<file path="config.mk">
export PLATFORM = sky130hd
export DESIGN_NAME = round_robin_slice_scheduler_top
export DESIGN_NICKNAME = d
export VERILOG_FILES = /design/src/sv/rrs_pkg.sv /design/src/sv/round_robin_slice_scheduler_top.sv /design/src/sv/rrs_ctrl.sv /design/src/sv/rrs_dp.sv
export SDC_FILE = /design/constraint.sdc
export NUM_CORES = 1
export LEC_CHECK = 0
export ABC_AREA = 1
export BUFFER_PORTS_ARGS = -buffer_cell sky130_fd_sc_hd__buf_2
export CAP_MARGIN = 20
export CORE_MARGIN = 5
export CORE_UTILIZATION = 60
export DETAILED_ROUTE_END_ITERATION = 10
export GPL_ROUTABILITY_DRIVEN = 1
export GPL_TIMING_DRIVEN = 1
export PLACE_DENSITY_LB_ADDON = 0.12
export SYNTH_ARGS = -nofsm -noshare
export SYNTH_HDL_FRONTEND = slang
export SYNTH_SLANG_ARGS = --single-unit
export TNS_END_PERCENT = 100
</file>
<file path="constraint.sdc">
create_clock -name clk_i -period 6 [get_ports clk_i]
set_input_delay 1.2 -clock clk_i [delete_from_list [all_inputs] [get_ports clk_i]]
set_output_delay 1.2 -clock clk_i [all_outputs]
set_load 0.03 [all_outputs]
</file>
<file path="src/sv/rrs_pkg.sv">
`timescale 1ns / 1ps
`default_nettype none
// ----------------------------------------------------------------------------
// rrs_pkg
// Shared types and codes for the round-robin slice scheduler.
// ----------------------------------------------------------------------------
package rrs_pkg;

  localparam int unsigned CmdW       = 2;
  localparam int unsigned IdW        = 8;
  localparam int unsigned InBurstW   = 12;
  localparam int unsigned QuantumW   = 12;
  localparam int unsigned StatusW    = 3;
  localparam int unsigned LenW       = 12;
  localparam int unsigned TimeW      = 16;
  localparam int unsigned InDataW    = 24;
  localparam int unsigned InUserW    = 2;
  localparam int unsigned OutDataW   = 72;
  localparam int unsigned OutUserW   = 4;
  localparam int unsigned ApbAddrW   = 3;
  localparam int unsigned ApbDataW   = 32;

  localparam logic [QuantumW-1:0] QuantumReset = 12'd4;
  localparam logic                RegQuantum   = 1'b0;

  typedef enum logic [CmdW-1:0] {
    CMD_LOAD  = 2'd0,
    CMD_NEXT  = 2'd1,
    CMD_CLEAR = 2'd2
  } cmd_e;

  typedef enum logic [StatusW-1:0] {
    ST_LOADED  = 3'd0,
    ST_FULL    = 3'd1,
    ST_SLICE   = 3'd2,
    ST_DONE    = 3'd3,
    ST_CLEARED = 3'd4
  } status_e;

  typedef enum logic [2:0] {
    S_IDLE,
    S_DECODE,
    S_MOD,
    S_READ,
    S_CHECK,
    S_GRANT,
    S_RESULT
  } state_e;

  typedef struct packed {
    logic    latch;
    logic    load_wr;
    logic    clear;
    logic    scan_init;
    logic    mod_sub;
    logic    rd;
    logic    advance;
    logic    grant;
    logic    res_set;
    status_e res_status;
    logic    out_load;
  } ctl_t;

  typedef struct packed {
    logic [CmdW-1:0] cmd;
    logic            full;
    logic            empty;
    logic            mod_ge;
    logic            scan_last;
    logic            rem_nz;
    logic            out_free;
  } stat_t;

endpackage
`default_nettype wire

</file>
<file path="src/sv/round_robin_slice_scheduler_top.sv">
`timescale 1ns / 1ps
`default_nettype none
// ----------------------------------------------------------------------------
// round_robin_slice_scheduler_top
// Round-robin time-slice scheduler with an APB quantum register.
// ----------------------------------------------------------------------------
// One item is taken at a time. Load and clear items, and a next-slice item on
// an empty table, go from decode straight to the result stage, which waits
// for the output register to empty. Any other next-slice item first folds
// the saved pointer into the table size by repeated subtracts, then examines
// entries in table order from there, each needing one registered read of the
// process table and one check, with a grant step when a slice is granted.
// The result is held in an output register until taken; the next item is
// accepted once the result has moved there.
module round_robin_slice_scheduler_top #(
  parameter int unsigned MAX_PROCESSES = 16,
  parameter int unsigned BURST_BITS    = 12
) (
  input  wire logic                          clk_i,
  input  wire logic                          rst_ni,
  input  wire logic                          s_axis_tvalid,
  output logic                               s_axis_tready,
  // process_id [7:0], burst_time [19:8]
  input  wire logic [rrs_pkg::InDataW-1:0]   s_axis_tdata,
  // cmd [1:0]
  input  wire logic [rrs_pkg::InUserW-1:0]   s_axis_tuser,
  output logic                               m_axis_tvalid,
  input  wire logic                          m_axis_tready,
  // slice_process [7:0], slice_length [19:8], slice_end_time [35:20],
  // waiting_time [51:36], turnaround_time [67:52]
  output logic [rrs_pkg::OutDataW-1:0]       m_axis_tdata,
  // status [2:0], finished [3]
  output logic [rrs_pkg::OutUserW-1:0]       m_axis_tuser,
  input  wire logic                          psel,
  input  wire logic                          penable,
  input  wire logic                          pwrite,
  input  wire logic [rrs_pkg::ApbAddrW-1:0]  paddr,
  input  wire logic [rrs_pkg::ApbDataW-1:0]  pwdata,
  output logic [rrs_pkg::ApbDataW-1:0]       prdata,
  output logic                               pready
);

  logic [rrs_pkg::QuantumW-1:0] quantum_q;
  logic                         sel_quantum;
  rrs_pkg::ctl_t                ctl;
  rrs_pkg::stat_t               stat;

  assign pready      = 1'b1;
  assign sel_quantum = (paddr[2] == rrs_pkg::RegQuantum);

  always_ff @(posedge clk_i or negedge rst_ni) begin
    if (!rst_ni) begin
      quantum_q <= rrs_pkg::QuantumReset;
    end else if (psel && penable && pwrite && pready && sel_quantum) begin
      quantum_q <= pwdata[rrs_pkg::QuantumW-1:0];
    end
  end

  assign prdata = sel_quantum ? rrs_pkg::ApbDataW'(quantum_q) : '0;

  rrs_ctrl u_ctrl (
    .clk_i     (clk_i),
    .rst_ni    (rst_ni),
    .s_valid_i (s_axis_tvalid),
    .s_ready_o (s_axis_tready),
    .stat_i    (stat),
    .ctl_o     (ctl)
  );

  rrs_dp #(
    .MAX_PROCESSES (MAX_PROCESSES),
    .BURST_BITS    (BURST_BITS)
  ) u_dp (
    .clk_i      (clk_i),
    .rst_ni     (rst_ni),
    .s_tdata_i  (s_axis_tdata),
    .s_tuser_i  (s_axis_tuser),
    .quantum_i  (quantum_q),
    .m_tready_i (m_axis_tready),
    .ctl_i      (ctl),
    .stat_o     (stat),
    .m_tvalid_o (m_axis_tvalid),
    .m_tdata_o  (m_axis_tdata),
    .m_tuser_o  (m_axis_tuser)
  );

endmodule
`default_nettype wire

</file>
<file path="src/sv/rrs_ctrl.sv">
`timescale 1ns / 1ps
`default_nettype none
// ----------------------------------------------------------------------------
// rrs_ctrl
// Sequencer: decodes the command, steps the table scan and hands off results.
// ----------------------------------------------------------------------------
module rrs_ctrl (
  input  wire logic          clk_i,
  input  wire logic          rst_ni,
  input  wire logic          s_valid_i,
  output logic               s_ready_o,
  input  wire rrs_pkg::stat_t stat_i,
  output rrs_pkg::ctl_t      ctl_o
);

  rrs_pkg::state_e state_q, state_d;

  always_ff @(posedge clk_i or negedge rst_ni) begin
    if (!rst_ni) begin
      state_q <= rrs_pkg::S_IDLE;
    end else begin
      state_q <= state_d;
    end
  end

  always_comb begin
    state_d   = state_q;
    ctl_o     = '0;
    ctl_o.res_status = rrs_pkg::ST_LOADED;
    s_ready_o = 1'b0;
    case (state_q)
      rrs_pkg::S_IDLE: begin
        s_ready_o = 1'b1;
        if (s_valid_i) begin
          ctl_o.latch = 1'b1;
          state_d     = rrs_pkg::S_DECODE;
        end
      end
      rrs_pkg::S_DECODE: begin
        ctl_o.res_set = 1'b1;
        state_d       = rrs_pkg::S_RESULT;
        case (stat_i.cmd)
          rrs_pkg::CMD_LOAD: begin
            if (stat_i.full) begin
              ctl_o.res_status = rrs_pkg::ST_FULL;
            end else begin
              ctl_o.load_wr    = 1'b1;
              ctl_o.res_status = rrs_pkg::ST_LOADED;
            end
          end
          rrs_pkg::CMD_NEXT: begin
            if (stat_i.empty) begin
              ctl_o.res_status = rrs_pkg::ST_DONE;
            end else begin
              ctl_o.res_set   = 1'b0;
              ctl_o.scan_init = 1'b1;
              state_d         = rrs_pkg::S_MOD;
            end
          end
          default: begin
            ctl_o.clear      = 1'b1;
            ctl_o.res_status = rrs_pkg::ST_CLEARED;
          end
        endcase
      end
      rrs_pkg::S_MOD: begin
        if (stat_i.mod_ge) begin
          ctl_o.mod_sub = 1'b1;
        end else begin
          state_d = rrs_pkg::S_READ;
        end
      end
      rrs_pkg::S_READ: begin
        ctl_o.rd = 1'b1;
        state_d  = rrs_pkg::S_CHECK;
      end
      rrs_pkg::S_CHECK: begin
        if (stat_i.rem_nz) begin
          state_d = rrs_pkg::S_GRANT;
        end else if (stat_i.scan_last) begin
          ctl_o.res_set    = 1'b1;
          ctl_o.res_status = rrs_pkg::ST_DONE;
          state_d          = rrs_pkg::S_RESULT;
        end else begin
          ctl_o.advance = 1'b1;
          state_d       = rrs_pkg::S_READ;
        end
      end
      rrs_pkg::S_GRANT: begin
        ctl_o.grant      = 1'b1;
        ctl_o.res_set    = 1'b1;
        ctl_o.res_status = rrs_pkg::ST_SLICE;
        state_d          = rrs_pkg::S_RESULT;
      end
      rrs_pkg::S_RESULT: begin
        if (stat_i.out_free) begin
          ctl_o.out_load = 1'b1;
          state_d        = rrs_pkg::S_IDLE;
        end
      end
      default: begin
        state_d = rrs_pkg::S_IDLE;
      end
    endcase
  end

endmodule
`default_nettype wire

</file>
<file path="src/sv/rrs_dp.sv">
`timescale 1ns / 1ps
`default_nettype none
// ----------------------------------------------------------------------------
// rrs_dp
// Process table, scan index, clock and result registers.
// ----------------------------------------------------------------------------
module rrs_dp #(
  parameter int unsigned MAX_PROCESSES = 16,
  parameter int unsigned BURST_BITS    = 12
) (
  input  wire logic                            clk_i,
  input  wire logic                            rst_ni,
  // process_id [7:0], burst_time [19:8]
  input  wire logic [rrs_pkg::InDataW-1:0]     s_tdata_i,
  // cmd [1:0]
  input  wire logic [rrs_pkg::InUserW-1:0]     s_tuser_i,
  input  wire logic [rrs_pkg::QuantumW-1:0]    quantum_i,
  input  wire logic                            m_tready_i,
  input  wire rrs_pkg::ctl_t                   ctl_i,
  output rrs_pkg::stat_t                       stat_o,
  output logic                                 m_tvalid_o,
  // slice_process [7:0], slice_length [19:8], slice_end_time [35:20],
  // waiting_time [51:36], turnaround_time [67:52]
  output logic [rrs_pkg::OutDataW-1:0]         m_tdata_o,
  // status [2:0], finished [3]
  output logic [rrs_pkg::OutUserW-1:0]         m_tuser_o
);

  localparam int unsigned IdxW = (MAX_PROCESSES > 1) ? $clog2(MAX_PROCESSES) : 1;
  localparam int unsigned CntW = $clog2(MAX_PROCESSES + 1);
  localparam int unsigned CmpW = (BURST_BITS > rrs_pkg::QuantumW) ?
                                 BURST_BITS : rrs_pkg::QuantumW;
  localparam int unsigned BtW  = (BURST_BITS > rrs_pkg::TimeW) ?
                                 BURST_BITS : rrs_pkg::TimeW;
  localparam int unsigned PadW = rrs_pkg::OutDataW - rrs_pkg::IdW - rrs_pkg::LenW
                                 - 3 * rrs_pkg::TimeW;

  logic [rrs_pkg::IdW-1:0]      ids_mem    [MAX_PROCESSES];
  logic [BURST_BITS-1:0]        bursts_mem [MAX_PROCESSES];
  logic [BURST_BITS-1:0]        rem_mem    [MAX_PROCESSES];

  logic [rrs_pkg::CmdW-1:0]     cmd_q;
  logic [rrs_pkg::IdW-1:0]      pid_q;
  logic [rrs_pkg::InBurstW-1:0] burst_q;
  logic [CntW-1:0]              count_q;
  logic [IdxW-1:0]              np_q;
  logic [rrs_pkg::TimeW-1:0]    clock_q, clock_d;
  logic [CntW-1:0]              k_q, i_q;
  logic [rrs_pkg::IdW-1:0]      rd_id_q;
  logic [BURST_BITS-1:0]        rd_burst_q, rd_rem_q;

  rrs_pkg::status_e             res_status_q;
  logic [rrs_pkg::IdW-1:0]      res_pid_q;
  logic [rrs_pkg::LenW-1:0]     res_len_q;
  logic [rrs_pkg::TimeW-1:0]    res_end_q, res_wait_q, res_tat_q;
  logic                         res_fin_q;

  logic                         out_valid_q;
  rrs_pkg::status_e             out_status_q;
  logic [rrs_pkg::IdW-1:0]      out_pid_q;
  logic [rrs_pkg::LenW-1:0]     out_len_q;
  logic [rrs_pkg::TimeW-1:0]    out_end_q, out_wait_q, out_tat_q;
  logic                         out_fin_q;

  logic [CmpW-1:0]              q_ext, rem_ext, grant_ext, new_rem_ext, in_burst_ext;
  logic [rrs_pkg::LenW-1:0]     grant;
  logic [BURST_BITS-1:0]        new_rem;
  logic [BtW-1:0]               burst_t_ext;
  logic [rrs_pkg::TimeW-1:0]    wait_d;
  logic [IdxW-1:0]              k_idx, load_idx, np_d;
  logic [CntW-1:0]              k_inc;

  assign k_idx    = k_q[IdxW-1:0];
  assign load_idx = count_q[IdxW-1:0];
  assign k_inc    = k_q + CntW'(1);

  always_comb begin
    q_ext        = (quantum_i == '0) ? CmpW'(1) : CmpW'(quantum_i);
    rem_ext      = CmpW'(rd_rem_q);
    grant_ext    = (rem_ext < q_ext) ? rem_ext : q_ext;
    grant        = grant_ext[rrs_pkg::LenW-1:0];
    new_rem_ext  = rem_ext - grant_ext;
    new_rem      = new_rem_ext[BURST_BITS-1:0];
    in_burst_ext = CmpW'(burst_q);
    clock_d      = clock_q + rrs_pkg::TimeW'(grant);
    burst_t_ext  = BtW'(rd_burst_q);
    wait_d       = clock_d - burst_t_ext[rrs_pkg::TimeW-1:0];
    np_d         = (k_idx == IdxW'(MAX_PROCESSES - 1)) ? '0 : k_idx + IdxW'(1);
  end

  always_ff @(posedge clk_i) begin
    if (ctl_i.load_wr) begin
      ids_mem[load_idx]    <= pid_q;
      bursts_mem[load_idx] <= in_burst_ext[BURST_BITS-1:0];
    end
    if (ctl_i.load_wr) begin
      rem_mem[load_idx] <= in_burst_ext[BURST_BITS-1:0];
    end else if (ctl_i.grant) begin
      rem_mem[k_idx] <= new_rem;
    end
    if (ctl_i.rd) begin
      rd_id_q    <= ids_mem[k_idx];
      rd_burst_q <= bursts_mem[k_idx];
      rd_rem_q   <= rem_mem[k_idx];
    end
  end

  always_ff @(posedge clk_i) begin
    if (ctl_i.latch) begin
      cmd_q   <= s_tuser_i;
      pid_q   <= s_tdata_i[rrs_pkg::IdW-1:0];
      burst_q <= s_tdata_i[rrs_pkg::IdW +: rrs_pkg::InBurstW];
    end
    if (ctl_i.res_set) begin
      res_status_q <= ctl_i.res_status;
      if (ctl_i.grant) begin
        res_pid_q  <= rd_id_q;
        res_len_q  <= grant;
        res_end_q  <= clock_d;
        res_fin_q  <= (new_rem == '0);
        res_wait_q <= (new_rem == '0) ? wait_d : '0;
        res_tat_q  <= (new_rem == '0) ? clock_d : '0;
      end else begin
        res_pid_q  <= '0;
        res_len_q  <= '0;
        res_end_q  <= '0;
        res_fin_q  <= 1'b0;
        res_wait_q <= '0;
        res_tat_q  <= '0;
      end
    end
    if (ctl_i.out_load) begin
      out_status_q <= res_status_q;
      out_pid_q    <= res_pid_q;
      out_len_q    <= res_len_q;
      out_end_q    <= res_end_q;
      out_fin_q    <= res_fin_q;
      out_wait_q   <= res_wait_q;
      out_tat_q    <= res_tat_q;
    end
  end

  always_ff @(posedge clk_i or negedge rst_ni) begin
    if (!rst_ni) begin
      count_q     <= '0;
      np_q        <= '0;
      clock_q     <= '0;
      k_q         <= '0;
      i_q         <= '0;
      out_valid_q <= 1'b0;
    end else begin
      if (ctl_i.clear) begin
        count_q <= '0;
        np_q    <= '0;
        clock_q <= '0;
      end else if (ctl_i.load_wr) begin
        count_q <= count_q + CntW'(1);
      end else if (ctl_i.grant) begin
        clock_q <= clock_d;
        np_q    <= np_d;
      end
      if (ctl_i.scan_init) begin
        k_q <= CntW'(np_q);
        i_q <= '0;
      end else if (ctl_i.mod_sub) begin
        k_q <= k_q - count_q;
      end else if (ctl_i.advance) begin
        k_q <= (k_inc == count_q) ? '0 : k_inc;
        i_q <= i_q + CntW'(1);
      end
      if (ctl_i.out_load) begin
        out_valid_q <= 1'b1;
      end else if (m_tready_i) begin
        out_valid_q <= 1'b0;
      end
    end
  end

  always_comb begin
    stat_o.cmd       = cmd_q;
    stat_o.full      = (count_q >= CntW'(MAX_PROCESSES));
    stat_o.empty     = (count_q == '0);
    stat_o.mod_ge    = (k_q >= count_q);
    stat_o.scan_last = ((i_q + CntW'(1)) == count_q);
    stat_o.rem_nz    = (rd_rem_q != '0);
    stat_o.out_free  = !out_valid_q || m_tready_i;
  end

  assign m_tvalid_o = out_valid_q;
  assign m_tdata_o  = {{PadW{1'b0}}, out_tat_q, out_wait_q, out_end_q, out_len_q, out_pid_q};
  assign m_tuser_o  = {out_fin_q, out_status_q};

  a_count_bound: assert property (@(posedge clk_i) disable iff (!rst_ni)
    count_q <= CntW'(MAX_PROCESSES))
    else $error("table count beyond capacity");

  a_read_in_table: assert property (@(posedge clk_i) disable iff (!rst_ni)
    ctl_i.rd |-> (k_q < count_q))
    else $error("scan reads outside the loaded table");

  a_load_when_free: assert property (@(posedge clk_i) disable iff (!rst_ni)
    ctl_i.out_load |-> (!out_valid_q || m_tready_i))
    else $error("result overwritten before it was taken");

  a_finished_slice: assert property (@(posedge clk_i) disable iff (!rst_ni)
    (out_valid_q && out_fin_q) |-> (out_status_q == rrs_pkg::ST_SLICE))
    else $error("finished flag on a non-slice result");

endmodule
`default_nettype wire

</file>
==> impl_metrics.toml, run 1 <==
[run_status]
status = "complete, no violations"

[global_route]
grt_first_pass_wirelength_um = 116000
grt_usage = 0.266
grt_pass1_vias = 19781
grt-ovfl-total = 0
antenna_found_initial = 0
grt_max_degree = 159

[place]
place_hpwl_um = 45600
io_buffers = 127
globalplace.congestion = 0.923

[floorplanning]
dieHeight_um = 239
row_count = 83
start_util = 0.608
pin_count = 179
coreArea_um2 = 51600
die_x_um = 239
die_area_um2 = 57000

[finish]
final_common_cell = "edfxtp_1"
nNetsFinal = 2719
n_fill_cell = 3592
syn2layout_area_growth_pct = 12.5
n_antenna_cell = 0
final_cell_mix = "edfxtp_1, nor2_1, o21ai_0, nand2_1, a21oi_1"
utilization = 0.684
drive_gt1_frac = 0.141

[routing]
dr_wl_met2_um = 36800
vias = 19975
met3_length_um = 6550
drt_wl_total_um = 76200
vias_per_cell = 6.00
antenna_left = 0
drcViolationCount = 0
routedLengthMet1_um = 30400
detail_route.wl_per_cell_um = 22.9
drt_iter0_drc = 2261
drt_first_pass_iters = 6
topRoutingLayerUsed = "met4"

[logic_synthesis]
yosysWarnings = 0
netlist.area_leader.share = 0.679
ys.flop_type = "edfxtp_1"
syn_avg_cell_area_um2 = 12.8
netlist-cell-type-count = 50
async_reset_ff_frac = 0.0670
synthMuxAreaShare = 0
yosys-top-cells-area = "edfxtp_1, o21ai_0, dfrtp_1"
synth_xor_area_frac = 0.0125
synthSimpleGateAreaFrac = 0.0851
ys_ff_latch = 761
synth_compound_area_frac = 0.116
synthesis.area_um2 = 31400
ys_seq_area_frac = 0.720
synth_edf_count = 710
synthAdderAreaFrac = 0.0253
synth_top_cell_by_area = "edfxtp_1"
synthCells = 2460
synth_top_family_by_area = "compound AO/OA/AOI/OAI gates"

[sta]
setup_viol = 0
fin_skew_ns = 0.0142
fmax_mhz = 183
worst_pin_slew_ns = 1.02
min_period_over_period = 0.912
tns_ns = 0
drv_slew = 0
hold_violations = 0
rsz0062_at_grt = "no"
finalCriticalPeriod_ns = 5.47
max_slew_margin = 0.321

[clock_tree]
cts_buffers = 77
htreeDepth = 3
cts_tree = "built"
ctsLongestPathBuffers = 3
cts_root_buf = "clkbuf_16"
post_cts_resized = 0
post-cts-setup-buffers = 0
clk_pin_slew_ns = 0.06
insertion_delay_ns = 0.61
cts_sinks = 761
cts_hold_buf = 0

[setup_path]
startpoint_type = "register"
path_buf_inv = 5
max_stage_delay_ns = 0.45
cp_common_cell = "nand2_1"
r2r-end = "u_dp.res_wait_q[15]"
critPathSlowestCell = "edfxtp_1"
critPathArrivalTime_ns = 5.81
rr_worst_depth = 30
worstPathRequired_ns = 6.34
critPathTopFamily = "simple AND/OR/NAND/NOR gates"
crit_type = "register to register"
ff2ff_setup_slack_ns = 0.53
r2r_start = "u_dp.rd_rem_q[7]"
end_kind = "register"
cp_max_fo = 23

[worst_hold_path]
whs_path_depth = 0
holdCritPathClass = "register to register"
hold_end = "u_dp.out_tat_q[2]"
hold_start = "u_dp.res_tat_q[2]"

[power_and_ir_drop]
power.density_nw_per_um2 = 535
leakage_nw = 12.7
irDropWorstVdd_v = 0.000366

[job]
cap_violations = 0
==> power breakdown <==
group / total [mW] / internal (mW) / leakage [nW] / switching, mW
Sequential: 7.26 / 6.87 / 7.09 / 0.393
Combinational: 6.93 / 1.96 / 4.38 / 4.96
Clock: 4.70 / 2.75 / 1.21 / 1.95
==> sequential cells by signal, indices dropped and copies added, names as in the netlist, 16 cells and up <==
| signal | count |
|---|---|
| u_dp.res_tat_q | 16 |
| u_dp.bursts_mem | 192 |
| u_dp.out_end_q | 16 |
| u_dp.ids_mem | 128 |
| u_dp.res_wait_q | 16 |
| u_dp.out_wait_q | 16 |
| u_dp.out_tat_q | 16 |
| u_dp.res_end_q | 16 |
| u_dp.clock_q | 16 |
| u_dp.rem_mem | 192 |
==> final cells by class <==
class	count	area [µm²]	area share
clock buffer	100	2110	0.0597
sequential	761	22600	0.640
inverter	167	631	0.0179
clock inverter	38	375	0.0106
multi-input combinational	1412	7750	0.220
timing repair buffer	171	991	0.0281
tap	680	851	0.0241
==> per-stage QoR <==
step | power (mW) | worst slack, ns | hold WS (ns) | area [µm²] | cells
2_1_floorplan | 11.9 | 1.25 | 0.400 | 31500 | 2483
3_3_place_gp | 14.0 | 0.694 | 0.403 | 32800 | 3191
3_5_place_dp | 14.2 | 0.598 | 0.405 | 32800 | 3191
4_1_cts | 18.9 | 0.566 | 0.418 | 35300 | 3329
5_1_grt | 19.9 | 0.206 | 0.423 | 35300 | 3329
6_report | 18.9 | 0.531 | 0.417 | 35300 | 3329
==> cells by family after synthesis <==
| kind of cell | count (synthesis) |
|---|---|
| buffers and inverters | 310 |
| xor gates and xnor gates | 44 |
| and+or+nand+nor | 643 |
| adders and majority gates | 61 |
| other | 2 |
| AOI/OAI and AO/OA | 639 |
| DFF | 761 |
==> how the worst max path moves through the flow <==
stage | start | endpoint | slack [ns] | cells past startpoint
after global placement | u_dp.rd_rem_q[7] | u_dp.res_wait_q[15] | 0.69 | 30
after floorplan | m_axis_tready | u_dp.out_end_q[0] | 1.25 | 2
after global routing | u_dp.rd_rem_q[7] | u_dp.res_wait_q[15] | 0.21 | 30
after CTS | u_dp.rd_rem_q[7] | u_dp.res_wait_q[15] | 0.57 | 30
final | u_dp.rd_rem_q[7] | u_dp.res_wait_q[15] | 0.53 | 30
after detailed placement | u_dp.rd_rem_q[7] | u_dp.res_wait_q[15] | 0.60 | 30
==> metal layers <==
metal,vias up,track usage
met1,9737,0.368
met5,-,0
met3,142,0.0483
met2,931,0.429
li1,9165,-
met4,0,0.0977
==> cell usage after synthesis (3+ instances only) <==
library cell / number
a211oi_1: 4
nand3_1: 41
o221ai_1: 64
o21bai_1: 4
nor2_2: 31
buf_6: 3
o211ai_1: 3
nand2_2: 3
dfrtp_1: 50
nand3_2: 3
nand4_1: 16
o21ai_0: 258
xnor2_1: 16
a21o_1: 3
nor3_2: 3
a21oi_1: 187
fa_1: 4
nor2_1: 304
clkbuf_1: 106
nand2_1: 224
buf_4: 26
inv_1: 158
nand3b_1: 3
o22ai_1: 75
xor2_1: 27
ha_1: 57
o21ai_1: 16
edfxtp_1: 710
nor3_1: 8
buf_2: 6
a31o_2: 10
a31oi_1: 4
inv_2: 7
o21a_1: 5
No activity file was read; power rests on OpenSTA's default activity.
==> run 2, diff against run 1 <==
--- a/config.mk
+++ b/config.mk
@@ -5,7 +5,6 @@
 export SDC_FILE = /design/constraint.sdc
 export NUM_CORES = 1
 export LEC_CHECK = 0
-export ABC_AREA = 1
 export BUFFER_PORTS_ARGS = -buffer_cell sky130_fd_sc_hd__buf_2
 export CAP_MARGIN = 20
 export CORE_MARGIN = 5
==> impl_metrics.toml, run 2 <==
[setup_path]
worstPathRequired_ns = 6.34
r2r_start = "u_dp.rd_rem_q[5]"
critPathArrivalTime_ns = 6.07
cp_common_cell = "ha_1"
cp_max_fo = 6
startpoint_type = "register"
ff2ff_setup_slack_ns = 0.27
crit_type = "register to register"
max_stage_delay_ns = 0.50
rr_worst_depth = 23
critPathSlowestCell = "edfxtp_1"
crit_path_cell_trace = "ha_1, a21o_1, a2111oi_2, a21oi_1, and3b_2, mux2i_4, inv_1, ha_1, nor2b_2, o31a_1, o41ai_4, o21bai_1, a21oi_2, xor2_2, inv_1, ha_1, nand2_2, nor2_1, a21oi_1, o31ai_1, nor3b_2, a31o_1, a21oi_2"
path_buf_inv = 2
critPathTopFamily = "compound AO/OA/AOI/OAI gates"
end_kind = "register"
r2r-end = "u_dp.res_wait_q[15]"

[logic_synthesis]
ys_ff_latch = 761
netlist-cell-type-count = 74
synth_xor_area_frac = 0.0165
ys_seq_area_frac = 0.728
netlist.area_leader.share = 0.687
synth_top_cell_by_area = "edfxtp_1"
synthCells = 1701
synthSimpleGateAreaFrac = 0.0459
synthesis.area_um2 = 31000
synthMuxAreaShare = 0.124
synth_compound_area_frac = 0.0352
async_reset_ff_frac = 0.0670
ys.flop_type = "edfxtp_1"
yosysWarnings = 0
synth_edf_count = 710
yosys-top-cells-area = "edfxtp_1, mux4_2, dfrtp_1"
ys_top_cells_by_count = "edfxtp_1, mux4_2, nor2_1"
synthAdderAreaFrac = 0.0256
syn_avg_cell_area_um2 = 18.3
yosysMostFrequentCell = "edfxtp_1"
synth_top_family_by_area = "multiplexers"

[sta]
max_slew_margin = 0.278
setup_viol = 0
worst_pin_slew_ns = 1.08
whs_ns = 0.415
min_period_over_period = 0.954
finalCriticalPeriod_ns = 5.73
fmax_mhz = 175
fin_skew_ns = 0.0173
hold_violations = 0
drv_slew = 0

[routing]
antenna_left = 0
drt_iter0_drc = 1396
routedLengthMet1_um = 26100
met3_length_um = 4530
drt_first_pass_iters = 7
dr_wl_met2_um = 33700
detail_route.wl_per_cell_um = 25.1
vias = 15845
drt_wl_total_um = 65900
topRoutingLayerUsed = "met4"
vias_per_cell = 6.04
drcViolationCount = 0

[place]
io_buffers = 127
place_hpwl_um = 39000
globalplace.congestion = 0.911

[worst_hold_path]
hold_start = "u_dp.res_wait_q[13]"
hold_end = "u_dp.out_wait_q[13]"
whs_path_depth = 0
holdCritPathClass = "register to register"

[power_and_ir_drop]
p_clk_frac = 0.248
leakage_nw = 12.3
switchingPower_mw = 5.79
power.density_nw_per_um2 = 501
totalPowerFinal_mw = 17.6
p_int_mw = 11.8
irDropWorstVdd_v = 0.000341
p_sw_frac = 0.329
p_comb_frac = 0.331
seqPwrFrac = 0.420

[finish]
syn2layout_area_growth_pct = 13.1
n_antenna_cell = 0
final_common_cell = "edfxtp_1"
final_cell_mix = "edfxtp_1, mux4_2, buf_2, nor2_1, clkbuf_16"
reg_top3 = "u_dp.bursts_mem (192), u_dp.rem_mem (192), u_dp.ids_mem (128)"
utilization = 0.685
drive_gt1_frac = 0.275
nNetsFinal = 2019

[clock_tree]
clk_pin_slew_ns = 0.07
insertion_delay_ns = 0.60
cts_sinks = 761
cts_root_buf = "clkbuf_16"
ctsLongestPathBuffers = 3
cts_buffers = 75
htreeDepth = 3
cts_tree = "built"

[floorplanning]
dieHeight_um = 237
die_area_um2 = 56400
pin_count = 179
die_x_um = 237
coreArea_um2 = 51300
start_util = 0.605
row_count = 83

[job]
cap_violations = 0

[global_route]
grt-ovfl-total = 0
grt_max_degree = 75
antenna_found_initial = 0
grt_usage = 0.235
grt_pass1_vias = 16152
grt_first_pass_wirelength_um = 98700

[run_status]
status = "complete, no violations"
## run 2: cell count changes after synthesis, sizes merged, moves of 70 or more
cell / change
o22ai: -70
mux4: +160
inv: -92
nand2: -173
o21ai: -238
a21oi: -149
nor2: -198
## run 2: cell type report
| class | count | area, µm² |
|---|---|---|
| clock inverter | 39 | 297 |
| clock buffer | 93 | 1970 |
| multi-input combinational | 793 | 8030 |
| sequential | 761 | 22600 |
| inverter | 73 | 274 |
| timing repair buffer | 186 | 1090 |
| tap | 680 | 851 |
| fill | 3299 | 16200 |
## run 2: kinds of logic after synthesis
logic type / count (synthesis)
DFF: 761
and+or+nand+nor: 304
muxes: 184
buffers and inverters: 170
AOI/OAI and AO/OA: 163
adders and majority gates: 61
xor gates and xnor gates: 56
other: 2
## run 2: layer usage
layer  track usage  vias up
li1              -     6986
met1         0.326     8160
met2         0.395      600
met3        0.0359       99
met4        0.0736        0
met5             0        -
## run 2: power groups by stage
stage               combinational (mW)  sequential (mW)  clock (mW)
finish                            5.83             7.40        4.37
global route                      6.31             7.47        4.69
CTS                               5.77             7.41        4.45
detailed placement                5.74             7.51           0
global placement                  5.64             7.47           0
floorplan                         4.05             7.43           0
## run 2: metrics by stage
stage	worst slack (ns)	area, µm²	setup TNS [ns]	cells
2_1_floorplan	0.688	31100	0	1724
3_3_place_gp	0.265	32700	0	2490
3_5_place_dp	0.0666	32700	0	2490
4_1_cts	0.0339	35000	0	2622
5_1_grt	-0.0428	35100	-0.0678	2625
6_report	0.274	35100	0	2625
## run 2: worst max path at each step
| stage | startpoint | endpoint | slack, ns | cells past startpoint |
|---|---|---|---|---|
| after floorplan | u_dp.rd_rem_q[6] | u_dp.res_wait_q[15] | 0.69 | 25 |
| after global placement | u_dp.rd_rem_q[6] | u_dp.res_wait_q[15] | 0.27 | 23 |
| after detailed placement | u_dp.rd_rem_q[7] | u_dp.res_wait_q[15] | 0.07 | 23 |
| after CTS | u_dp.rd_rem_q[7] | u_dp.res_wait_q[15] | 0.03 | 23 |
| after global routing | u_dp.rd_rem_q[5] | u_dp.res_wait_q[15] | -0.04 | 23 |
| final | u_dp.rd_rem_q[5] | u_dp.res_wait_q[15] | 0.27 | 23 |
## run 2: worst register-to-register path: stages (launching register included)
cell and delay (ns):
edfxtp_1 0.50, ha_1 0.25, a21o_1 0.20, a2111oi_2 0.40, a21oi_1 0.12, and3b_2 0.38
mux2i_4 0.30, inv_1 0.07, ha_1 0.33, nor2b_2 0.18, o31a_1 0.33, o41ai_4 0.41
o21bai_1 0.13, a21oi_2 0.18, xor2_2 0.27, inv_1 0.08, ha_1 0.33, nand2_2 0.12
nor2_1 0.05, a21oi_1 0.14, o31ai_1 0.13, nor3b_2 0.31, a31o_1 0.21, a21oi_2 0.05
## run 2: repair_timing
action | in CTS | in global routing
buffers inserted | 0 | 3
endpoints found under the hold margin | 0 | 0
hold buffers | 0 | 0
setup endpoints to repair | 0 | 5
gates resized for setup | 0 | 24
